==> src/rtl/qfts_ram.sv <==
// Generic simple dual-port RAM with one write port and a registered read port.
`timescale 1ns / 1ps

module qfts_ram #(
    parameter int WIDTH = 32,
    parameter int DEPTH = 128
) (
    input  logic                     i_clk,
    input  logic                     i_we,
    input  logic [$clog2(DEPTH)-1:0] i_waddr,
    input  logic [WIDTH-1:0]         i_wdata,
    input  logic [$clog2(DEPTH)-1:0] i_raddr,
    output logic [WIDTH-1:0]         o_rdata
);

    logic [WIDTH-1:0] r_mem [DEPTH];
    logic [WIDTH-1:0] r_rdata;

    always_ff @(posedge i_clk) begin
        if (i_we) begin
            r_mem[i_waddr] <= i_wdata;
        end
        r_rdata <= r_mem[i_raddr];
    end

    assign o_rdata = r_rdata;

endmodule

==> config.mk <==
export PLATFORM = sky130hd
export DESIGN_NAME = qfts_ram
export DESIGN_NICKNAME = d
export VERILOG_FILES = /design/src/rtl/qfts_ram.sv
export SDC_FILE = /design/constraint.sdc
export NUM_CORES = 2
export LEC_CHECK = 0
export BUFFER_PORTS_ARGS = -buffer_cell sky130_fd_sc_hd__clkbuf_2
export CAP_MARGIN = 10
export CORE_UTILIZATION = 50
export DETAILED_ROUTE_END_ITERATION = 12
export HOLD_SLACK_MARGIN = 0.12
export PLACE_DENSITY = 0.76
export SLEW_MARGIN = 20
export SYNTH_ARGS = -nofsm -noshare
export SYNTH_HDL_FRONTEND = slang
export SYNTH_SLANG_ARGS = --single-unit
==> constraint.sdc <==
create_clock -name i_clk -period 9 [get_ports i_clk]
set_clock_uncertainty 0.15 [all_clocks]
set_input_delay 0.9 -clock i_clk [delete_from_list [all_inputs] [get_ports i_clk]]
set_output_delay 0.9 -clock i_clk [all_outputs]
set_load 0.1 [all_outputs]
==> results_dict.tcl <==
set metrics [dict create \
    path_cells "buf_12 -> buf_12 -> buf_4 -> mux4_2 -> mux4_2 -> mux4_2 -> mux2_2" \
    avgViaCountPerCell 6.85 \
    grt_overflow 0 \
    postCtsHoldBufs 0 \
    arrival_ns 4.84 \
    cts_tree "done" \
    hp-class "input port to flop" \
    layout-drive-gt1-share 0.351 \
    core_area_um2 310000 \
    clkSinkCount 4128 \
    synth_top_area_frac 0.787 \
    synth.cell_area_um2 156000 \
    ys_top_cells_by_area "edfxtp_1 79%, mux4_2 19%, clkbuf_1 0.44%, dfxtp_1 0.41%, nor2_1 0.29%" \
    fill_cells 20894 \
    path_buf_inv 3 \
    crit_required_ns 9.69 \
    critical_path.slowest_cell "mux4_2" \
    dp_hpwl_um 216000 \
    post-route-period-util 0.461 \
    worst-path-max-fanout 88 \
    routed_wl_um 431000 \
    ys_seq_area_frac 0.791 \
    fin_nets 6414 \
    start_util 0.504 \
    worstRegToRegCells 4 \
    rr_endpoint "o_rdata[3]$_DFF_P_" \
    antenna_found_initial 77 \
    yosys_warnings 0 \
    rrSetupSlack_ns 6.05 \
    critPathKind "input port to flop" \
    fin_tns_setup_ns 0 \
    finalSetupViolCount 0 \
    postCtsSetupBuffers 0 \
    crit_top_cell "mux4_2" \
    area_growth_pct 12.6 \
    dieWidth_um 561 \
    synth_cells 5990 \
    rsz0062_at_grt "no" \
    grt_pass1_vias 74239 \
    clk_pin_slew_worst_paths_ns 0.07 \
    core.rowCount 204 \
    power_mw 39.7 \
    holdPathEnd "r_mem[40][31]$_DFFE_PP_" \
    stdcell_count 10872 \
    status "completed" \
    peakVddDrop_v 0.000168 \
    io_pins 80 \
    relSlewSlack 0.186 \
    reg2reg_from "r_mem[87][3]$_DFFE_PP_" \
    syn_nets 6038 \
    cts_buffers 393 \
    place.gp.congestion 0.875 \
    worstSkewPairLatency_ns 0.97 \
    avgSynthCellArea_um2 26.1 \
    dr.pass1.iters 8 \
    power_density_nw_per_um2 225 \
    dp.cells 10091 \
    synth_cell_type_count 17 \
    startpoint_type "input port" \
    avgRoutedWirePerCell_um 39.7 \
    htree_num_levels 5 \
    cp-end-kind "flop" \
    hold_viol_final 0 \
    grt_pass1_wl_um 590000 \
    die_h_um 561 \
    whs_path_depth 1 \
    grt_max_degree 132 \
    grt.total_usage 0.272 \
    drt_iter0_drc 12762 \
    drc 0 \
    fin_crit_ns 4.15 \
    portBuffers 79 \
    maxCapViolations 0 \
    max_stage_delay_ns 0.59 \
    p_leak_nw 53.5 \
    dieArea_um2 315000 \
    max_freq_mhz 241 \
    clock_path_buffers 4 \
    hold_start "i_wdata[31]" \
    cts_root_buf "clkbuf_16" \
    worst_pin_slew_ns 1.22 \
    slew_viol_final 0 \
    vias 74489 \
    critical_path.top_delay_family "multiplexers" \
    ys_ff_latch 4128 \
    yosysTopAreaCell "edfxtp_1" \
    ant_nets 0 \
    ctsResizeCount 0 \
]
worst max path at each step:
stage,start,endpoint,slack (ns),depth (start not counted)
floorplan,i_we,r_mem[98][0]$_DFFE_PP_,4.71,3
detailed placement,i_raddr[0],o_rdata[26]$_DFF_P_,3.83,7
finish,i_raddr[0],o_rdata[26]$_DFF_P_,4.85,7
CTS,i_raddr[0],o_rdata[26]$_DFF_P_,4.78,7
global route,i_raddr[0],o_rdata[26]$_DFF_P_,4.67,7
global placement,i_raddr[0],o_rdata[26]$_DFF_P_,3.86,7
cell usage after synthesis, drive strengths merged:
library cell and number:
buf 134, or3 1, nand4 3, nand2b 2, edfxtp 4096, clkbuf 182
mux2 32, mux4 1344, nor2b 7, nor2 122, dfxtp 32, nor3 9
nand2 14, nand3 12
kinds of logic after synthesis:
family	after synthesis	synth area share
DFF	4128	0.791
and+or+nand+nor	170	0.00446
buffers and inverters	316	0.00839
muxes	1376	0.196
registers in the layout, summed over array words and instances, names as in the netlist:
register,count
r_mem,4096
o_rdata,32
per-layer routing:
layer	GRT usage	share of wire	up-vias
met5	0	0.00062	-
met4	0.145	0.062	38
met3	0.0728	0.13	1080
met2	0.431	0.48	6883
met1	0.348	0.33	39323
li1	-	-	27165
worst register-to-register path, cell delays in order, from the launching register on:
cell,delay [ns]
edfxtp_1,0.39
mux4_2,0.47
mux4_2,0.65
mux4_2,0.79
mux2_2,0.38
metrics by stage:
step / utilization / hold slack [ns] / area, um^2 / setup slack (ns)
after global placement: 0.528 / 0.955 / 164000 / 3.86
after global routing: 0.568 / 0.222 / 176000 / 4.67
after detailed placement: 0.528 / 0.972 / 164000 / 3.83
after floorplan: - / 0.849 / 156000 / 4.71
after CTS: 0.568 / 0.200 / 176000 / 4.78
final: 0.568 / 0.223 / 176000 / 4.85
layout by cell type (no fill, tap or decap), drive strengths merged:
| master | Yosys | routed |
|---|---|---|
| buf | 134 | 256 |
| bufinv | 0 | 21 |
| clkbuf | 182 | 546 |
| clkinv | 0 | 176 |
| clkinvlp | 0 | 8 |
| dfxtp | 32 | 32 |
| diode | 0 | 62 |
| edfxtp | 4096 | 4096 |
| inv | 0 | 9 |
| mux2 | 32 | 32 |
| mux4 | 1344 | 1344 |
| nand2 | 14 | 14 |
| nand2b | 2 | 2 |
| nand3 | 12 | 12 |
| nand4 | 3 | 3 |
| nor2 | 122 | 122 |
| nor2b | 7 | 7 |
| nor3 | 9 | 9 |
| or3 | 1 | 1 |
report_power, final:
part	internal (mW)	total, mW	switching [mW]
Combinational	0.761	2.26	1.50
Clock	8.82	16.1	7.24
Sequential	21.2	21.4	0.127
layout make-up:
type / count / area (um^2) / share of cell area
timing repair buffer: 297 / 2420 / 0.0138
multi-input combinational: 1546 / 32300 / 0.183
antenna: 62 / 155 / 0.000881
clock buffer: 505 / 10400 / 0.0591
clock inverter: 214 / 1940 / 0.0110
tap: 4120 / 5150 / 0.0293
sequential: 4128 / 124000 / 0.702
Note: power is estimated with default switching activity, not from simulation.
